`config.mk`:
```
export PLATFORM = sky130hd
export DESIGN_NAME = tcrs_ctrl
export DESIGN_NICKNAME = d
export VERILOG_FILES = /design/src/hdl/tcrs_pkg.sv /design/src/hdl/tcrs_ctrl.sv
export SDC_FILE = /design/constraint.sdc
export NUM_CORES = 1
export LEC_CHECK = 0
export BUFFER_PORTS_ARGS = -buffer_cell sky130_fd_sc_hd__buf_2
export CAP_MARGIN = 5
export CORE_ASPECT_RATIO = 1.1
export CORE_MARGIN = 2
export CORE_UTILIZATION = 51
export CTS_BUF_LIST = sky130_fd_sc_hd__clkbuf_4
export CTS_CLUSTER_DIAMETER = 30
export DETAILED_ROUTE_END_ITERATION = 16
export GPL_TIMING_DRIVEN = 0
export PLACE_DENSITY = 0.78
export SETUP_SLACK_MARGIN = 0.2
export SLEW_MARGIN = 20
export SYNTH_ARGS = -nofsm -noshare
export SYNTH_HDL_FRONTEND = slang
export SYNTH_SLANG_ARGS = --single-unit
```
`constraint.sdc`:
```
create_clock -name clk_i -period 1.7 [get_ports clk_i]
set_input_delay 0.34 -clock clk_i [delete_from_list [all_inputs] [get_ports clk_i]]
set_output_delay 0.34 -clock clk_i [all_outputs]
set_load 0.02 [all_outputs]
```
`src/hdl/tcrs_pkg.sv`:
```
// Shared types, constants and codes for the ring-buffer text console.
package tcrs_pkg;

  // Screen geometry and ring-buffer size.
  localparam int unsigned COLS                   = 80;
  localparam int unsigned ROWS                   = 25;
  localparam int unsigned BUFFER_CELLS           = 16384;
  localparam int unsigned SCROLLS_BEFORE_COMPACT = 128;

  localparam int unsigned ADDR_W    = $clog2(BUFFER_CELLS);
  localparam int unsigned VIS_CELLS = ROWS * COLS;
  localparam int unsigned CNT_W     = $clog2(VIS_CELLS + 1);
  localparam int unsigned COL_W     = $clog2(COLS);
  localparam int unsigned CELL_W    = 16;
  localparam int unsigned SCNT_W    = 8;

  // Column extraction by reciprocal multiplication; exact for any ADDR_W-bit distance.
  localparam int unsigned DIV_SHIFT = ADDR_W + 8;
  localparam longint unsigned DIV_MULT = ((64'd1 << DIV_SHIFT) + COLS - 1) / COLS;
  localparam int unsigned MULT_W    = $clog2(DIV_MULT + 1);
  localparam int unsigned PROD_W    = ADDR_W + MULT_W;
  localparam int unsigned QUOT_W    = PROD_W - DIV_SHIFT;

  // Character codes.
  localparam logic [7:0] CH_SPACE   = 8'd32;
  localparam logic [7:0] CH_NL      = 8'd10;
  localparam logic [7:0] CH_CR      = 8'd13;
  localparam logic [7:0] CH_TAB     = 8'd9;
  localparam logic [7:0] ATTR_RESET = 8'd7;

  // Request type codes.
  typedef enum logic [1:0] {
    REQ_PUT   = 2'd0,
    REQ_CLEAR = 2'd1,
    REQ_ERASE = 2'd2,
    REQ_READ  = 2'd3
  } req_e;

  // Decoded operation of an incoming request.
  typedef enum logic [2:0] {
    OP_PUT,
    OP_NEWLINE,
    OP_RETURN,
    OP_TAB,
    OP_CLEAR,
    OP_ERASE,
    OP_READ
  } op_e;

  // Datapath actions issued by the controller.
  typedef enum logic [4:0] {
    ACT_NONE,
    ACT_ACCEPT,
    ACT_INIT_WR,
    ACT_PUT_WR,
    ACT_SCROLL,
    ACT_BLANK_WR,
    ACT_SCNT_INC,
    ACT_CP_INIT,
    ACT_CP_RD,
    ACT_CP1_WR,
    ACT_CP2_WR,
    ACT_CP_END,
    ACT_DIV1,
    ACT_DIV2,
    ACT_NEWLINE,
    ACT_RETURN,
    ACT_TAB_INIT,
    ACT_CLR_INIT,
    ACT_ERASE,
    ACT_READ,
    ACT_FINISH
  } act_e;

  typedef struct packed {
    logic [1:0]        req_type;
    logic [7:0]        char_code;
    logic [7:0]        char_attr;
    logic [4:0]        clear_row;
    logic [ADDR_W-1:0] cell_addr;
  } in_item_t;

  typedef struct packed {
    logic [7:0]        cell_char;
    logic [7:0]        cell_attribute;
    logic [ADDR_W-1:0] cursor_pos;
    logic [ADDR_W-1:0] view_start_out;
    logic              did_scroll;
  } out_item_t;

  typedef struct packed {
    act_e act;
    logic put_space;
  } dp_cmd_t;

  typedef struct packed {
    op_e  op;
    logic need_scroll;
    logic blank_last;
    logic cnt_zero;
    logic scnt_hit;
    logic win_flat;
    logic cp1_last;
    logic cp2_last;
    logic tab_done;
    logic init_last;
    logic out_free;
  } dp_stat_t;

endpackage

```
`src/hdl/tcrs_ctrl.sv`:
```
// Controller state machine that sequences the console datapath.
module tcrs_ctrl (
  input  logic               clk_i,
  input  logic               rst_ni,
  input  logic               in_valid_i,
  output logic               in_ready_o,
  input  tcrs_pkg::dp_stat_t stat_i,
  output tcrs_pkg::dp_cmd_t  cmd_o
);
  import tcrs_pkg::*;

  localparam logic [4:0] S_INIT    = 5'd0;
  localparam logic [4:0] S_IDLE    = 5'd1;
  localparam logic [4:0] S_PUT     = 5'd2;
  localparam logic [4:0] S_CHK     = 5'd3;
  localparam logic [4:0] S_BLANK   = 5'd4;
  localparam logic [4:0] S_SCNT    = 5'd5;
  localparam logic [4:0] S_CP_INIT = 5'd6;
  localparam logic [4:0] S_CP1_RD  = 5'd7;
  localparam logic [4:0] S_CP1_WR  = 5'd8;
  localparam logic [4:0] S_CP2_RD  = 5'd9;
  localparam logic [4:0] S_CP2_WR  = 5'd10;
  localparam logic [4:0] S_CP_END  = 5'd11;
  localparam logic [4:0] S_DIV1    = 5'd12;
  localparam logic [4:0] S_DIV2    = 5'd13;
  localparam logic [4:0] S_NL      = 5'd14;
  localparam logic [4:0] S_CR      = 5'd15;
  localparam logic [4:0] S_TAB     = 5'd16;
  localparam logic [4:0] S_CLR     = 5'd17;
  localparam logic [4:0] S_CLR_WR  = 5'd18;
  localparam logic [4:0] S_ERASE   = 5'd19;
  localparam logic [4:0] S_READ    = 5'd20;
  localparam logic [4:0] S_FIN     = 5'd21;

  logic [4:0] state_q, state_d;
  op_e        op_q, op_d;
  logic [4:0] post_put;

  // After a put and any scroll it caused, a tab may still owe spaces.
  assign post_put = (op_q == OP_TAB && !stat_i.tab_done) ? S_PUT : S_FIN;

  assign in_ready_o = (state_q == S_IDLE);

  // Next state and datapath action.
  always_comb begin
    state_d         = state_q;
    op_d            = op_q;
    cmd_o.act       = ACT_NONE;
    cmd_o.put_space = (op_q == OP_TAB);
    unique case (state_q)
      S_INIT: begin
        cmd_o.act = ACT_INIT_WR;
        if (stat_i.init_last) state_d = S_IDLE;
      end
      S_IDLE: begin
        if (in_valid_i) begin
          cmd_o.act = ACT_ACCEPT;
          op_d      = stat_i.op;
          unique case (stat_i.op)
            OP_PUT:                         state_d = S_PUT;
            OP_NEWLINE, OP_RETURN, OP_TAB:  state_d = S_DIV1;
            OP_CLEAR:                       state_d = S_CLR;
            OP_ERASE:                       state_d = S_ERASE;
            OP_READ:                        state_d = S_READ;
            default:                        state_d = S_FIN;
          endcase
        end
      end
      S_PUT: begin
        cmd_o.act = ACT_PUT_WR;
        state_d   = S_CHK;
      end
      S_CHK: begin
        if (stat_i.need_scroll) begin
          cmd_o.act = ACT_SCROLL;
          state_d   = S_BLANK;
        end else begin
          state_d = post_put;
        end
      end
      S_BLANK: begin
        cmd_o.act = ACT_BLANK_WR;
        if (stat_i.blank_last) state_d = S_SCNT;
      end
      S_SCNT: begin
        cmd_o.act = ACT_SCNT_INC;
        state_d   = stat_i.scnt_hit ? S_CP_INIT : post_put;
      end
      S_CP_INIT: begin
        cmd_o.act = ACT_CP_INIT;
        state_d   = stat_i.win_flat ? S_CP2_RD : S_CP1_RD;
      end
      S_CP1_RD: begin
        cmd_o.act = ACT_CP_RD;
        state_d   = S_CP1_WR;
      end
      S_CP1_WR: begin
        cmd_o.act = ACT_CP1_WR;
        state_d   = stat_i.cp1_last ? S_CP2_RD : S_CP1_RD;
      end
      S_CP2_RD: begin
        cmd_o.act = ACT_CP_RD;
        state_d   = S_CP2_WR;
      end
      S_CP2_WR: begin
        cmd_o.act = ACT_CP2_WR;
        state_d   = stat_i.cp2_last ? S_CP_END : S_CP2_RD;
      end
      S_CP_END: begin
        cmd_o.act = ACT_CP_END;
        state_d   = post_put;
      end
      S_DIV1: begin
        cmd_o.act = ACT_DIV1;
        state_d   = S_DIV2;
      end
      S_DIV2: begin
        cmd_o.act = ACT_DIV2;
        priority if (op_q == OP_NEWLINE) state_d = S_NL;
        else if (op_q == OP_RETURN)      state_d = S_CR;
        else                             state_d = S_TAB;
      end
      S_NL: begin
        cmd_o.act = ACT_NEWLINE;
        state_d   = S_CHK;
      end
      S_CR: begin
        cmd_o.act = ACT_RETURN;
        state_d   = S_FIN;
      end
      S_TAB: begin
        cmd_o.act = ACT_TAB_INIT;
        state_d   = S_PUT;
      end
      S_CLR: begin
        cmd_o.act = ACT_CLR_INIT;
        state_d   = S_CLR_WR;
      end
      S_CLR_WR: begin
        if (stat_i.cnt_zero) begin
          state_d = S_FIN;
        end else begin
          cmd_o.act = ACT_BLANK_WR;
          if (stat_i.blank_last) state_d = S_FIN;
        end
      end
      S_ERASE: begin
        cmd_o.act = ACT_ERASE;
        state_d   = S_FIN;
      end
      S_READ: begin
        cmd_o.act = ACT_READ;
        state_d   = S_FIN;
      end
      S_FIN: begin
        if (stat_i.out_free) begin
          cmd_o.act = ACT_FINISH;
          state_d   = S_IDLE;
        end
      end
      default: state_d = S_IDLE;
    endcase
  end

  // State registers.
  always_ff @(posedge clk_i or negedge rst_ni) begin
    if (!rst_ni) begin
      state_q <= S_INIT;
      op_q    <= OP_PUT;
    end else begin
      state_q <= state_d;
      op_q    <= op_d;
    end
  end

endmodule

```
==> tab_implementation.tex, run 1 <==
\begin{tabular}{lr}
\hline
Metric & Value \\
\hline
\multicolumn{2}{l}{\textbf{Placed design}} \\
RePlAce Congestion & 0.924 \\
Placed wire-length estimate after detailed placement & 2700 um \\
Input/output buffers & 22 \\
Post-Place Cells & 206 \\
Post-DP Area & around 0.0014 mm2 \\
\multicolumn{2}{l}{\textbf{Global route}} \\
Maximum number of pins on one net before global-route repair & 11 \\
Via count of the first global-routing pass & 1457 \\
Overall track demand over capacity in global routing & 0.337 \\
GRT overflow & 0 \\
Wire length of the first global-routing pass & 6630 um \\
Initial antenna violation count & 0 \\
\multicolumn{2}{l}{\textbf{Cells and area}} \\
Final non-filler cell area & between 0.0015 and 0.002 mm2 \\
Post-synthesis to final-layout area growth & 65.8\% \\
Cell Count, Final, Fillers Out & 236 \\
Most common cell after layout, fill and taps aside & buf\_4 \\
Top library cells by usage in the layout, fill and taps aside & buf\_4 (28), buf\_2 (17), nor2\_1 (13), buf\_6 (12), nand2\_1 (10) \\
Number of antenna repair diodes & 0 \\
Final net count & $\sim$230 \\
Layout cell share with drive strength beyond 1 & 0.514 \\
\multicolumn{2}{l}{\textbf{Critical path}} \\
Dominant cell type by count on the critical path & buf\_4 \\
Kind of end point of the critical path & output pin \\
Largest stage delay, worst path & 0.34 ns \\
Startpoint of the lowest-slack register-to-register path & state\_q[4] \\
R2R cell count & 8 \\
Type of the setup path with the least slack & reg2out \\
Critical path required time & between 1 and 1.5 ns \\
Worst flop-to-flop path endpoint & state\_q[1] \\
Buffers plus inverters on the worst setup path & 3 \\
Slowest stage cell on the critical path & dfrtp\_1 \\
Startpoint Class & register \\
Maximum fanout along the worst path & 10 \\
Internal reg-to-reg setup slack & -0.14 ns \\
Arrival time of the worst setup path & 1.77 ns \\
Largest delay share family, worst path & buffers and inverters \\
Cell chain of the critical path & buf\_6 > buf\_4 > mux2i\_1 > nand3b\_1 > a21o\_1 > o221ai\_2 > buf\_4 \\
\multicolumn{2}{l}{\textbf{Run status}} \\
Result of the run & finished with violations \\
Violations in the final reports & setup timing \\
\multicolumn{2}{l}{\textbf{Synthesis}} \\
Cell area after synthesis & 0.00111 mm2 \\
Fraction of registers with async set/reset & 1.00 \\
Synthesized netlist cell count & 156 \\
Synth unique cells & 51 \\
Area share of the largest cell type after synthesis & 0.180 \\
Synthesized area per cell & 7.12 um2 \\
Part of the Yosys area used for sequential elements & 0.180 \\
Register bit total from synthesis & 8 \\
EDFF count, synth & 0 \\
Net count after synthesis & $\sim$170 \\
Biggest area contributors in the synthesized netlist & dfrtp\_1 (18\%), nand2b\_1 (5.1\%), nor2\_1 (5.1\%) \\
Main flop type after synthesis & dfrtp\_1 \\
Number of warnings printed during yosys synthesis & 0 \\
Library cell occupying the most area in the post-synthesis netlist & dfrtp\_1 \\
\multicolumn{2}{l}{\textbf{Drt}} \\
DRC violation total after the first TritonRoute iteration & approximately 150 \\
Detailed-route wire length per cell & 22.6 um \\
Uppermost signal routing layer after detailed routing & met4 \\
Iteration count of the initial detailed-routing pass & 5 \\
Number of antenna-violating nets in the routed design & 0 \\
Routed wl met3 & 638 um \\
Number of remaining DRC errors & 0 \\
Total Routed Length & around 5300 um \\
Vias post-DR & 1688 \\
Met1 Wirelength & 1810 um \\
Post-DR vias/cell & 7.15 \\
Routed length on met2 & 2390 um \\
\multicolumn{2}{l}{\textbf{Timing}} \\
Slew at the pin closest to its max-slew limit & 0.423 ns \\
Final hold vios & 0 \\
Number of slew-limit violations in the final report & 0 \\
TNS Setup & -1.50 ns \\
Number of setup violations in the final report & 9 \\
RSZ-0062 raised after global routing & true \\
Max Freq & 473 MHz \\
Min Tclk post-route & 2.11 ns \\
Portion of the clock cycle consumed by the worst path in the final layout & 1.24 \\
Post-route worst setup slack & -0.415 ns \\
Max\_slew headroom & 0.717 \\
Worst-case clock skew & 0.00669 ns \\
\multicolumn{2}{l}{\textbf{Min path}} \\
Worst Hold Depth & 2 \\
Tightest Hold Check Type & in2reg \\
Startpoint of the tightest hold check path & stat\_i[10] \\
Worst-case hold path end point & op\_q[0] \\
\multicolumn{2}{l}{\textbf{Floorplanning}} \\
Effective utilization at floorplan & 0.544 \\
Die span in x & 48.5 um \\
Core ar. & 0.00204 mm2 \\
Area of the die & between 0.002 and 0.003 mm2 \\
Top-level I/O count & 23 \\
Cell Rows & 17 \\
Vertical extent of the die & 53.0 um \\
\multicolumn{2}{l}{\textbf{Flow run}} \\
Max-cap violations & 0 \\
\multicolumn{2}{l}{\textbf{Clock tree}} \\
Sinks on the clock net & 8 \\
Clock buffer depth & 2 \\
Clock tree from TritonCTS & done \\
Clk root buf & clkbuf\_4 \\
\# H-tree levels & 1 \\
Clock input transition at the sequential cells of the worst setup and hold paths & 0.05 ns \\
Later-pin clock latency in the skew report & 0.25 ns \\
Clock buffer count from CTS & 3 \\
\multicolumn{2}{l}{\textbf{Pwr}} \\
Maximum ir drop on the vdd rail & between 1000 and 1500 uV \\
Leakage power summed over all cells & 0.758 nW \\
Power density of the placed cells & approximately 2000 mW/mm2 \\
\hline
\end{tabular}
-- power by group --
| part | leakage [nW] | total [W] | internal [W] | switching [W] |
|---|---|---|---|---|
| sequential | 0.0997 | 0.000372 | 0.000277 | 0.0000947 |
| combinational | 0.644 | 0.00309 | 0.00143 | 0.00165 |
| clock | 0.0138 | 0.000135 | 0.0000801 | 0.0000550 |
-- layer usage --
metal,vias to the layer above,GRT usage
met4,0,0.214
li1,698,-
met5,-,0
met1,752,0.377
met2,178,0.609
met3,60,0.0537
-- flip-flops by register name, indices dropped and copies added (netlist names) --
| signal | count |
|---|---|
| state_q | 5 |
| op_q | 3 |
-- layout make-up --
class | count | area (um2)
buffer | 14 | 159
sequential | 8 | 200
multi-input combinational | 131 | 1050
timing repair buffer | 49 | 357
inverter | 3 | 13.8
tap | 28 | 35.0
fill | 98 | 200
clock buffer | 3 | 22.5
-- synthesized netlist by cell type, drive strengths merged, types with 3 or more instances --
| cell | n |
|---|---|
| a21oi | 8 |
| inv | 3 |
| o22ai | 4 |
| nand3 | 5 |
| nor2 | 15 |
| nor2b | 6 |
| nand3b | 4 |
| nor3 | 9 |
| nand2 | 11 |
| o21ai | 11 |
| nor3b | 4 |
| mux2 | 3 |
| buf | 13 |
| nand2b | 9 |
| dfrtp | 8 |
-- worst reg2reg max path, stage by stage, from the launching register on --
cell	delay (ns)
dfrtp_1	0.33
buf_6	0.11
buf_4	0.11
buf_4	0.12
nand2b_2	0.12
or4_1	0.45
o32ai_1	0.17
a2111oi_1	0.14
a22oi_1	0.21
-- cells by family after synthesis --
family | count (synthesis) | share of synthesized area
compound gates | 49 | 0.303
buf+inv | 17 | 0.0755
flops | 8 | 0.180
mux | 5 | 0.0484
xor+xnor | 2 | 0.0158
simple gates | 75 | 0.377
-- stage by stage --
step,utilization,setup slack (ns),hold slack (ns),power [W]
2_1_floorplan,-,0.0944,0.0444,0.00186
3_3_place_gp,0.667,-0.172,0.183,0.00229
3_5_place_dp,0.667,-0.177,0.187,0.00232
4_1_cts,0.791,-0.269,0.386,0.00292
5_1_grt,0.902,-0.455,0.422,0.00373
6_report,0.902,-0.415,0.415,0.00360
-- how the worst max path moves through the flow --
stage / from / cells past startpoint / end
after floorplan: state_q[2] / 6 / cmd_o[1]
after global placement: state_q[3] / 6 / state_q[0]
after detailed placement: state_q[3] / 6 / state_q[0]
after CTS: state_q[1] / 8 / cmd_o[1]
after global routing: state_q[0] / 7 / cmd_o[1]
final: state_q[0] / 7 / cmd_o[1]
-- timing repair --
action                                 in CTS  in global routing
endpoints found under the hold margin       8                  0
setup endpoints to repair                  14                 14
pin swaps                                  15                 14
buffers inserted                           14                 12
gates resized for setup                    37                 31
hold buffers                                1                  0
Note: power is estimated with default switching activity, not from simulation.
==> inputs of run 2 (changes only) <==
--- a/config.mk
+++ b/config.mk
@@ -12,9 +12,10 @@
 export CORE_UTILIZATION = 51
 export CTS_BUF_LIST = sky130_fd_sc_hd__clkbuf_4
 export CTS_CLUSTER_DIAMETER = 30
+export CTS_CLUSTER_SIZE = 16
 export DETAILED_ROUTE_END_ITERATION = 16
 export GPL_TIMING_DRIVEN = 0
-export PLACE_DENSITY = 0.78
+export PLACE_DENSITY_LB_ADDON = 0.08
 export SETUP_SLACK_MARGIN = 0.2
 export SLEW_MARGIN = 20
 export SYNTH_ARGS = -nofsm -noshare
==> tab_implementation.tex, run 2 <==
\begin{tabular}{lr}
\hline
Metric & Value \\
\hline
\multicolumn{2}{l}{\textbf{Synthesis}} \\
Library cell occupying the most area in the post-synthesis netlist & dfrtp\_1 (unchanged) \\
Synthesized netlist cell count & 156 (unchanged) \\
Number of warnings printed during yosys synthesis & 0 (unchanged) \\
Net count after synthesis & 172 (unchanged) \\
Synth cell count leaders & nor2\_1 (15), nand2\_1 (11), buf\_2 (10) (unchanged) \\
Most numerous cell in the Yosys netlist & nor2\_1 (unchanged) \\
Synth unique cells & 51 (unchanged) \\
Area share of the largest cell type after synthesis & 0.180 (unchanged) \\
Register bit total from synthesis & 8 (unchanged) \\
Biggest area contributors in the synthesized netlist & dfrtp\_1 (18\%), nand2b\_1 (5.1\%), nor2\_1 (5.1\%) (unchanged) \\
Main flop type after synthesis & dfrtp\_1 (unchanged) \\
Part of the Yosys area used for sequential elements & 0.180 (unchanged) \\
Cell area after synthesis & 0.00111 mm2 (unchanged) \\
EDFF count, synth & 0 (unchanged) \\
Synthesized area per cell & 7.12 um2 (unchanged) \\
Fraction of registers with async set/reset & 1.00 (unchanged) \\
\multicolumn{2}{l}{\textbf{Run status}} \\
Error message & [ERROR DPL-0033] detailed placement checks failed during check placement. \\
Stage where the flow stopped & 5\_1\_grt \\
Result of the run & did not finish (was finished with violations) \\
\multicolumn{2}{l}{\textbf{Floorplanning}} \\
Effective utilization at floorplan & 0.544 (unchanged) \\
Cell Rows & 17 (unchanged) \\
Top-level I/O count & 23 (unchanged) \\
Die span in x & 48.5 um (unchanged) \\
Vertical extent of the die & 53.0 um (unchanged) \\
\multicolumn{2}{l}{\textbf{Clock tree}} \\
Clock buffer depth & 2 (unchanged) \\
\# H-tree levels & 1 (unchanged) \\
Sinks on the clock net & 8 (unchanged) \\
Clk root buf & clkbuf\_4 (unchanged) \\
Clock buffer count from CTS & 3 (unchanged) \\
\multicolumn{2}{l}{\textbf{Global route}} \\
Initial antenna violation count & 0 \\
Maximum number of pins on one net before global-route repair & 11 \\
\multicolumn{2}{l}{\textbf{Placed design}} \\
RePlAce Congestion & 0.925 (was 0.924) \\
Post-Place Cells & 206 (unchanged) \\
Input/output buffers & 22 (unchanged) \\
Placed wire-length estimate after detailed placement & 2710 um (was 2700 um) \\
\multicolumn{2}{l}{\textbf{Timing}} \\
Kind of the worst endpoint & primary output \\
Pin ending the worst setup path after global-route repair & cmd\_o[1] \\
\hline
\end{tabular}
## run 2: metrics by stage
stage / hold WS [ns] / setup WS, ns / area, um2 / setup TNS [ns]
after floorplan: 0.0444 / 0.0944 / 1220 / 0
after global placement: 0.181 / -0.190 / 1360 / -0.668
after detailed placement: 0.186 / -0.175 / 1360 / -0.697
after CTS: 0.400 / -0.274 / 1790 / -1.25
## run 2: cell families after synthesis
logic type / Yosys count / synth area share
flops: 8 / 0.180
simple gates: 75 / 0.377
xor+xnor: 2 / 0.0158
compound gates: 49 / 0.303
buf+inv: 17 / 0.0755
mux: 5 / 0.0484
## run 2: repair_timing
item / 4_1_cts
resized for setup: 64
hold buffers: 1
endpoints found under the setup margin: 14
hold endpoints to repair: 8
cloned: 1
pin swaps: 18
buffers inserted: 22
==> inputs of run 3 (changes only) <==
==> config.mk (replaced) <==
export PLATFORM = sky130hd
export DESIGN_NAME = tcrs_ctrl
export DESIGN_NICKNAME = d
export VERILOG_FILES = /design/src/hdl/tcrs_pkg.sv /design/src/hdl/tcrs_ctrl.sv
export SDC_FILE = /design/constraint.sdc
export NUM_CORES = 1
export LEC_CHECK = 0
export BUFFER_PORTS_ARGS = -buffer_cell sky130_fd_sc_hd__buf_2
export CAP_MARGIN = 5
export CORE_AREA = 2 2 63 65
export DETAILED_ROUTE_END_ITERATION = 16
export DIE_AREA = 0 0 65 67
export GPL_TIMING_DRIVEN = 0
export PLACE_DENSITY_LB_ADDON = 0.15
export SLEW_MARGIN = 20
export SYNTH_ARGS = -nofsm -noshare
export SYNTH_HDL_FRONTEND = slang
export SYNTH_SLANG_ARGS = --single-unit
==> constraint.sdc (replaced) <==
create_clock -name clk_i -period 2.2 [get_ports clk_i]
set_input_delay 0.44 -clock clk_i [delete_from_list [all_inputs] [get_ports clk_i]]
set_output_delay 0.44 -clock clk_i [all_outputs]
set_load 0.02 [all_outputs]
==> tab_implementation.tex, run 3 (synthesis results as in run 1) <==
\begin{tabular}{lr}
\hline
Metric & Value \\
\hline
\multicolumn{2}{l}{\textbf{Global route}} \\
Maximum number of pins on one net before global-route repair & 20 \\
Initial antenna violation count & 0 \\
Via count of the first global-routing pass & about 1.3k \\
Wire length of the first global-routing pass & 6410 um \\
Overall track demand over capacity in global routing & 0.193 \\
GRT overflow & 0 \\
\multicolumn{2}{l}{\textbf{Critical path}} \\
Maximum fanout along the worst path & 19 \\
Internal reg-to-reg setup slack & 0.35 ns \\
Setup crit end & cmd\_o[1] \\
Critical path required time & 1.76 ns \\
Kind of end point of the critical path & output pin \\
Startpoint Class & register \\
Critical path startpoint & state\_q[1] \\
Largest stage delay, worst path & around 0.38 ns \\
Largest delay share family, worst path & buffers and inverters \\
Slowest stage cell on the critical path & dfrtp\_1 \\
Buffers plus inverters on the worst setup path & 3 \\
R2R cell count & 6 \\
Dominant cell type by count on the critical path & buf\_4 \\
Startpoint of the lowest-slack register-to-register path & state\_q[3] \\
Worst flop-to-flop path endpoint & state\_q[0] \\
Critical path depth & 7 \\
Arrival time of the worst setup path & roughly 1.7 ns \\
Cell chain of the critical path & buf\_4 > buf\_4 > mux2i\_1 > nand3b\_1 > a21o\_1 > o221ai\_1 > buf\_4 \\
Type of the setup path with the least slack & reg2out \\
\multicolumn{2}{l}{\textbf{Clock tree}} \\
Later-pin clock latency in the skew report & between 0.2 and 0.25 ns \\
Clock buffer depth & 2 (unchanged) \\
Post-CTS Hold Buffers & 0 (was 1) \\
Sinks on the clock net & 8 (unchanged) \\
Clock buffer count from CTS & 3 (unchanged) \\
Clock tree from TritonCTS & done \\
Clock input transition at the sequential cells of the worst setup and hold paths & 0.04 ns \\
\# H-tree levels & 1 (unchanged) \\
Clk root buf & clkbuf\_8 (was clkbuf\_4) \\
\multicolumn{2}{l}{\textbf{Floorplanning}} \\
Cell Rows & 22 (was 17) \\
Vertical extent of the die & 67 um (was 53.0 um) \\
Top-level I/O count & 23 (unchanged) \\
Area of the die & 0.00436 mm2 \\
Die span in x & 65 um (was 48.5 um) \\
Core ar. & 0.00361 mm2 \\
Effective utilization at floorplan & 0.308 (was 0.544) \\
\multicolumn{2}{l}{\textbf{Timing}} \\
Number of slew-limit violations in the final report & 0 \\
Final hold vios & 0 \\
Worst-case clock skew & 0.000885 ns \\
Max Freq & 473 MHz \\
Max\_slew headroom & 0.700 \\
Post-route worst setup slack & 0.0874 ns \\
Min Tclk post-route & 2.11 ns \\
Portion of the clock cycle consumed by the worst path in the final layout & 0.960 \\
Number of setup violations in the final report & 0 \\
Slew at the pin closest to its max-slew limit & 0.447 ns \\
\multicolumn{2}{l}{\textbf{Drt}} \\
DRC violation total after the first TritonRoute iteration & 112 \\
Number of remaining DRC errors & 0 \\
Total Routed Length & $\sim$3800 um \\
Post-DR vias/cell & between 5 and 6 \\
Detailed-route wire length per cell & 16.8 um \\
Vias post-DR & 1331 \\
Iteration count of the initial detailed-routing pass & 4 \\
Number of antenna-violating nets in the routed design & 0 \\
\multicolumn{2}{l}{\textbf{Cells and area}} \\
Final net count & 198 \\
Most flops, register & state\_q \\
Leading registers by flop count & state\_q: 5 flops, op\_q: 3 flops \\
Cell Count, Final, Fillers Out & 228 \\
Top library cells by usage in the layout, fill and taps aside & buf\_2 (22), nor2\_1 (14), nand2\_1 (11) \\
Most common cell after layout, fill and taps aside & buf\_2 \\
Layout cell share with drive strength beyond 1 & 0.250 \\
Fill count & $\sim$410 \\
Final non-filler cell area & 0.00138 mm2 \\
Number of antenna repair diodes & 0 \\
Flip-flop count of the largest register after layout & 5 \\
Post-synthesis to final-layout area growth & 24.0\% \\
\multicolumn{2}{l}{\textbf{Run status}} \\
Result of the run & completed (was did not finish) \\
\multicolumn{2}{l}{\textbf{Placed design}} \\
Post-Place Cells & 226 (was 206) \\
RePlAce Congestion & 0.926 (was 0.925) \\
Placed wire-length estimate after detailed placement & 3030 um (was 2710 um) \\
Post-DP Area & 0.00128 mm2 (was 0.00136 mm2) \\
Input/output buffers & 22 (unchanged) \\
Place WS & 0.0129 ns (was -0.175 ns) \\
\multicolumn{2}{l}{\textbf{Pwr}} \\
Power density of the placed cells & 1400 mW/mm2 \\
Leakage power summed over all cells & roughly 0.54 nW \\
Power consumption & 0.00193 W \\
Maximum ir drop on the vdd rail & 555 uV \\
\multicolumn{2}{l}{\textbf{Min path}} \\
Tightest Hold Check Type & in2async \\
\multicolumn{2}{l}{\textbf{Flow run}} \\
Max-cap violations & 0 \\
\hline
\end{tabular}
-- run 3: timing repair --
action,in CTS,in global routing
buffers inserted,0,2
pin swaps,0,1
gates cloned,0,0
gates resized for setup,10,15
endpoints found under the setup margin,3,3
-- run 3: power by group --
part	internal, W	switching, W	total, W
Sequential	0.000215	0.0000544	0.000269
Clock	0.000118	0.0000560	0.000174
Combinational	0.000612	0.000876	0.00149
Total	0.000945	0.000987	0.00193
-- run 3: routing by layer --
layer,wire (um),vias up,track usage
met5,0,-,0
met4,64,0,0.0479
met3,239,8,0.0321
met2,1790,60,0.321
met1,1740,625,0.258
li1,-,638,-
-- run 3: area by class of cell --
type,count,area [um2],area share
Clock buffer,3,41.3,0.0300
Inverter,3,11.3,0.00817
Tap cell,48,60.1,0.0436
Sequential cell,8,200,0.145
Buffer,11,95.1,0.0690
Multi-Input combinational cell,131,842,0.611
Timing Repair Buffer,24,128,0.0926
-- run 3: stage by stage --
| step | hold slack, ns | TNS, ns | util |
|---|---|---|---|
| finish | 0.0470 | 0 | 0.382 |
| global route | 0.0490 | -0.00656 | 0.382 |
| CTS | 0.0499 | 0 | 0.372 |
| detailed placement | 0.292 | 0 | 0.355 |
| floorplan | 0.144 | 0 | - |
| global placement | 0.289 | 0 | 0.355 |
-- run 3: worst min path at each step --
stage / from / end / slack (ns)
finish: rst_ni / op_q[2] / 0.05
global route: rst_ni / state_q[4] / 0.05
CTS: rst_ni / op_q[2] / 0.05
detailed placement: rst_ni / op_q[2] / 0.29
global placement: rst_ni / op_q[2] / 0.29
floorplan: rst_ni / op_q[0] / 0.14
==> inputs of run 4 (changes only) <==
--- a/config.mk
+++ b/config.mk
@@ -5,6 +5,7 @@
 export SDC_FILE = /design/constraint.sdc
 export NUM_CORES = 1
 export LEC_CHECK = 0
+export ABC_AREA = 1
 export BUFFER_PORTS_ARGS = -buffer_cell sky130_fd_sc_hd__buf_2
 export CAP_MARGIN = 5
 export CORE_AREA = 2 2 63 65
==> tab_implementation.tex, run 4 <==
\begin{tabular}{lr}
\hline
Metric & Value \\
\hline
\multicolumn{2}{l}{\textbf{Run status}} \\
Result of the run & completed (unchanged) \\
\multicolumn{2}{l}{\textbf{Clock tree}} \\
\# H-tree levels & 1 (unchanged) \\
Clk root buf & clkbuf\_8 (unchanged) \\
Clock input transition at the sequential cells of the worst setup and hold paths & 0.04 ns (about the same) \\
Clock buffer count from CTS & 3 (unchanged) \\
Clock tree from TritonCTS & done (unchanged) \\
Clock buffer depth & 2 (unchanged) \\
Sinks on the clock net & 8 (unchanged) \\
Later-pin clock latency in the skew report & 0.22 ns (was 0.23 ns) \\
\multicolumn{2}{l}{\textbf{Placed design}} \\
Input/output buffers & 22 (unchanged) \\
RePlAce Congestion & 0.873 (was 0.926) \\
Post-DP Area & 0.00127 mm2 (was 0.00128 mm2) \\
Place WS & 0.246 ns (was 0.0129 ns) \\
Placed wire-length estimate after detailed placement & 2830 um (was 3030 um) \\
\multicolumn{2}{l}{\textbf{Pwr}} \\
Share of total power consumed by net switching & 0.562 (was 0.511) \\
Part of the total power dissipated in the clock network & 0.090 (about the same) \\
Reg power frac & 0.150 (was 0.139) \\
Maximum ir drop on the vdd rail & 590 uV (was 555 uV) \\
Leakage power summed over all cells & 0.728 nW (was 0.537 nW) \\
Switching power total & 0.00105 W (was 0.000987 W) \\
Total internal power & 0.000820 W (was 0.000945 W) \\
Combinational power share & 0.760 (was 0.770) \\
Power density of the placed cells & 1370 mW/mm2 (was 1400 mW/mm2) \\
\multicolumn{2}{l}{\textbf{Synthesis}} \\
Synth unique cells & 28 (was 51) \\
Biggest area contributors in the synthesized netlist & dfrtp\_1 (18\%), nand2\_1 (17\%), nor2\_1 (12\%) (was dfrtp\_1 (18\%), nand2b\_1 (5.1\%), nor2\_1 (5.1\%)) \\
Synthesized area per cell & 5.69 um2 (was 7.12 um2) \\
Main flop type after synthesis & dfrtp\_1 (unchanged) \\
Synth cell count leaders & nand2\_1 (51), nor2\_1 (35), nand3\_1 (24), inv\_1 (15) (was nor2\_1 (15), nand2\_1 (11), buf\_2 (10)) \\
Part of the Yosys area used for sequential elements & 0.181 (was 0.180) \\
Most numerous cell in the Yosys netlist & nand2\_1 (was nor2\_1) \\
Register bit total from synthesis & 8 (unchanged) \\
Fraction of registers with async set/reset & 1.00 (unchanged) \\
Area share of the largest cell type after synthesis & 0.181 (was 0.180) \\
Synthesized netlist cell count & 194 (was 156) \\
Library cell occupying the most area in the post-synthesis netlist & dfrtp\_1 (unchanged) \\
Number of warnings printed during yosys synthesis & 0 (unchanged) \\
Net count after synthesis & 210 (was 172) \\
EDFF count, synth & 0 (unchanged) \\
Cell area after synthesis & 0.00110 mm2 (was 0.00111 mm2) \\
\multicolumn{2}{l}{\textbf{Drt}} \\
Vias post-DR & 1358 (was 1331) \\
Post-DR vias/cell & 5.03 (was 5.84) \\
Number of antenna-violating nets in the routed design & 0 (unchanged) \\
Detailed-route wire length per cell & 12.7 um (was 16.8 um) \\
Total Routed Length & 3440 um (was 3840 um) \\
DRC violation total after the first TritonRoute iteration & 130 (was 112) \\
Iteration count of the initial detailed-routing pass & 5 (was 4) \\
Number of remaining DRC errors & 0 (unchanged) \\
\multicolumn{2}{l}{\textbf{Critical path}} \\
Kind of end point of the critical path & output pin (unchanged) \\
R2R cell count & 8 (was 6) \\
Type of the setup path with the least slack & reg2out (unchanged) \\
Startpoint Class & register (unchanged) \\
Cell chain of the critical path & buf\_4 > nand2\_1 > nor2\_1 > nor4\_1 > nand3\_1 > buf\_2 (was buf\_4 > buf\_4 > mux2i\_1 > nand3b\_1 > a21o\_1 > o221ai\_1 > buf\_4) \\
Largest stage delay, worst path & 0.44 ns (was 0.38 ns) \\
Slowest stage cell on the critical path & dfrtp\_2 (was dfrtp\_1) \\
Arrival time of the worst setup path & 1.64 ns (was 1.67 ns) \\
Critical path required time & 1.76 ns (about the same) \\
Maximum fanout along the worst path & 10 (was 19) \\
\multicolumn{2}{l}{\textbf{Flow run}} \\
Max-cap violations & 0 (unchanged) \\
\multicolumn{2}{l}{\textbf{Global route}} \\
Initial antenna violation count & 0 (unchanged) \\
GRT overflow & 0 (unchanged) \\
Via count of the first global-routing pass & 1207 (was 1272) \\
Overall track demand over capacity in global routing & 0.172 (was 0.193) \\
Wire length of the first global-routing pass & 5680 um (was 6410 um) \\
Maximum number of pins on one net before global-route repair & 11 (was 20) \\
\multicolumn{2}{l}{\textbf{Timing}} \\
Number of setup violations in the final report & 0 (unchanged) \\
RSZ-0062 raised after global routing & true \\
Post-route worst setup slack & 0.122 ns (was 0.0874 ns) \\
Max Freq & 481 MHz (was 473 MHz) \\
Min Tclk post-route & 2.08 ns (was 2.11 ns) \\
TNS Setup & 0 ns (unchanged) \\
Number of slew-limit violations in the final report & 0 (unchanged) \\
Final hold vios & 0 (unchanged) \\
Portion of the clock cycle consumed by the worst path in the final layout & 0.945 (was 0.960) \\
Slew at the pin closest to its max-slew limit & 0.429 ns (was 0.447 ns) \\
Worst-case clock skew & 0.00193 ns (was 0.000885 ns) \\
Max\_slew headroom & 0.711 (was 0.700) \\
\multicolumn{2}{l}{\textbf{Cells and area}} \\
Post-synthesis to final-layout area growth & 23.8\% (was 24.0\%) \\
Final non-filler cell area & 0.00137 mm2 (was 0.00138 mm2) \\
Most common cell after layout, fill and taps aside & nand2\_1 (was buf\_2) \\
Fill count & 411 (was 408) \\
Number of antenna repair diodes & 0 (unchanged) \\
Layout cell share with drive strength beyond 1 & 0.284 (was 0.250) \\
Top library cells by usage in the layout, fill and taps aside & nand2\_1 (51), nor2\_1 (35), nand3\_1 (23), buf\_2 (22), inv\_1 (14) (was buf\_2 (22), nor2\_1 (14), nand2\_1 (11)) \\
Fraction of the core area covered by cells at the end of the flow & 0.379 (was 0.382) \\
Sequential Area & 204 um2 (was 200 um2) \\
Final net count & 240 (was 198) \\
Most flops, register & state\_q (unchanged) \\
Flip-flop count of the largest register after layout & 5 (unchanged) \\
Leading registers by flop count & state\_q: 5 flops, op\_q: 3 flops (unchanged) \\
Area used by multi-input combinational logic & 813 um2 (was 842 um2) \\
\multicolumn{2}{l}{\textbf{Floorplanning}} \\
Top-level I/O count & 23 (unchanged) \\
Area of the die & 0.00436 mm2 (unchanged) \\
Vertical extent of the die & 67 um (unchanged) \\
Effective utilization at floorplan & 0.306 (was 0.308) \\
Core ar. & 0.00361 mm2 (unchanged) \\
Cell Rows & 22 (unchanged) \\
Die span in x & 65 um (unchanged) \\
\multicolumn{2}{l}{\textbf{Min path}} \\
Tightest Hold Check Type & in2async (unchanged) \\
\hline
\end{tabular}
[run 4: worst paths after layout]
path	startpoint	to	slack (ns)
min in group clk_i	stat_i[12]	op_q[2]	0.46
min reg2reg	op_q[0]	op_q[0]	0.54
max reg2reg	state_q[4]	state_q[1]	0.56
min	rst_ni	op_q[0]	0.05
max in group asynchronous	rst_ni	state_q[3]	1.98
max	state_q[4]	cmd_o[1]	0.12
[run 4: worst max-delay path: cells and delay by family (launching register included)]
family / cells / cell delay (ns)
buffers and inverters: 2 / 0.37
and+or+nand+nor: 4 / 0.60
DFF: 1 / 0.44
[run 4: logic make-up (layout without fill, tap and decap cells)]
family | count (synthesis) | count (layout) | synth area share
and+or+nand+nor | 140 | 140 | 0.595
buffers and inverters | 25 | 53 | 0.105
AOI/OAI and AO/OA | 21 | 21 | 0.119
DFF | 8 | 8 | 0.181
[run 4: power by group through the flow]
stage / sequential (W) / combinational, W / clock, W
2_1_floorplan: 0.000265 / 0.00103 / 0
3_3_place_gp: 0.000280 / 0.00138 / 0
3_5_place_dp: 0.000277 / 0.00136 / 0
4_1_cts: 0.000275 / 0.00137 / 0.000175
5_1_grt: 0.000295 / 0.00160 / 0.000185
6_report: 0.000282 / 0.00142 / 0.000168
[run 4: cell type report]
| type | count | share of cell area |
|---|---|---|
| Multi-Input combinational cell | 161 | 0.595 |
| Sequential cell | 8 | 0.149 |
| Timing Repair Buffer | 25 | 0.0970 |
| Inverter | 21 | 0.0576 |
| Tap cell | 48 | 0.0439 |
| Clock buffer | 3 | 0.0302 |
| Buffer | 4 | 0.0274 |
[run 4: metal layers]
layer  GRT usage  vias up  part of all wire
met5           0        -                 0
met4      0.0505        0            0.0070
met3      0.0304        4             0.076
met2       0.298       52              0.49
met1       0.217      605              0.43
li1            -      697                 -
[run 4: through the flow]
stage | hold slack (ns) | total power (W) | instances
final | 0.0460 | 0.00187 | 270
after CTS | 0.0488 | 0.00182 | 267
after global placement | 0.290 | 0.00166 | 264
after global routing | 0.0518 | 0.00208 | 270
after detailed placement | 0.289 | 0.00164 | 264
after floorplan | 0.144 | 0.00129 | 194
[run 4: what timing repair did]
item / CTS / global route
endpoints found under the setup margin: 0 / 4
endpoints found under the hold margin: 0 / 0
gates resized for setup: 0 / 9
buffers inserted: 0 / 3
hold buffers: 0 / 0
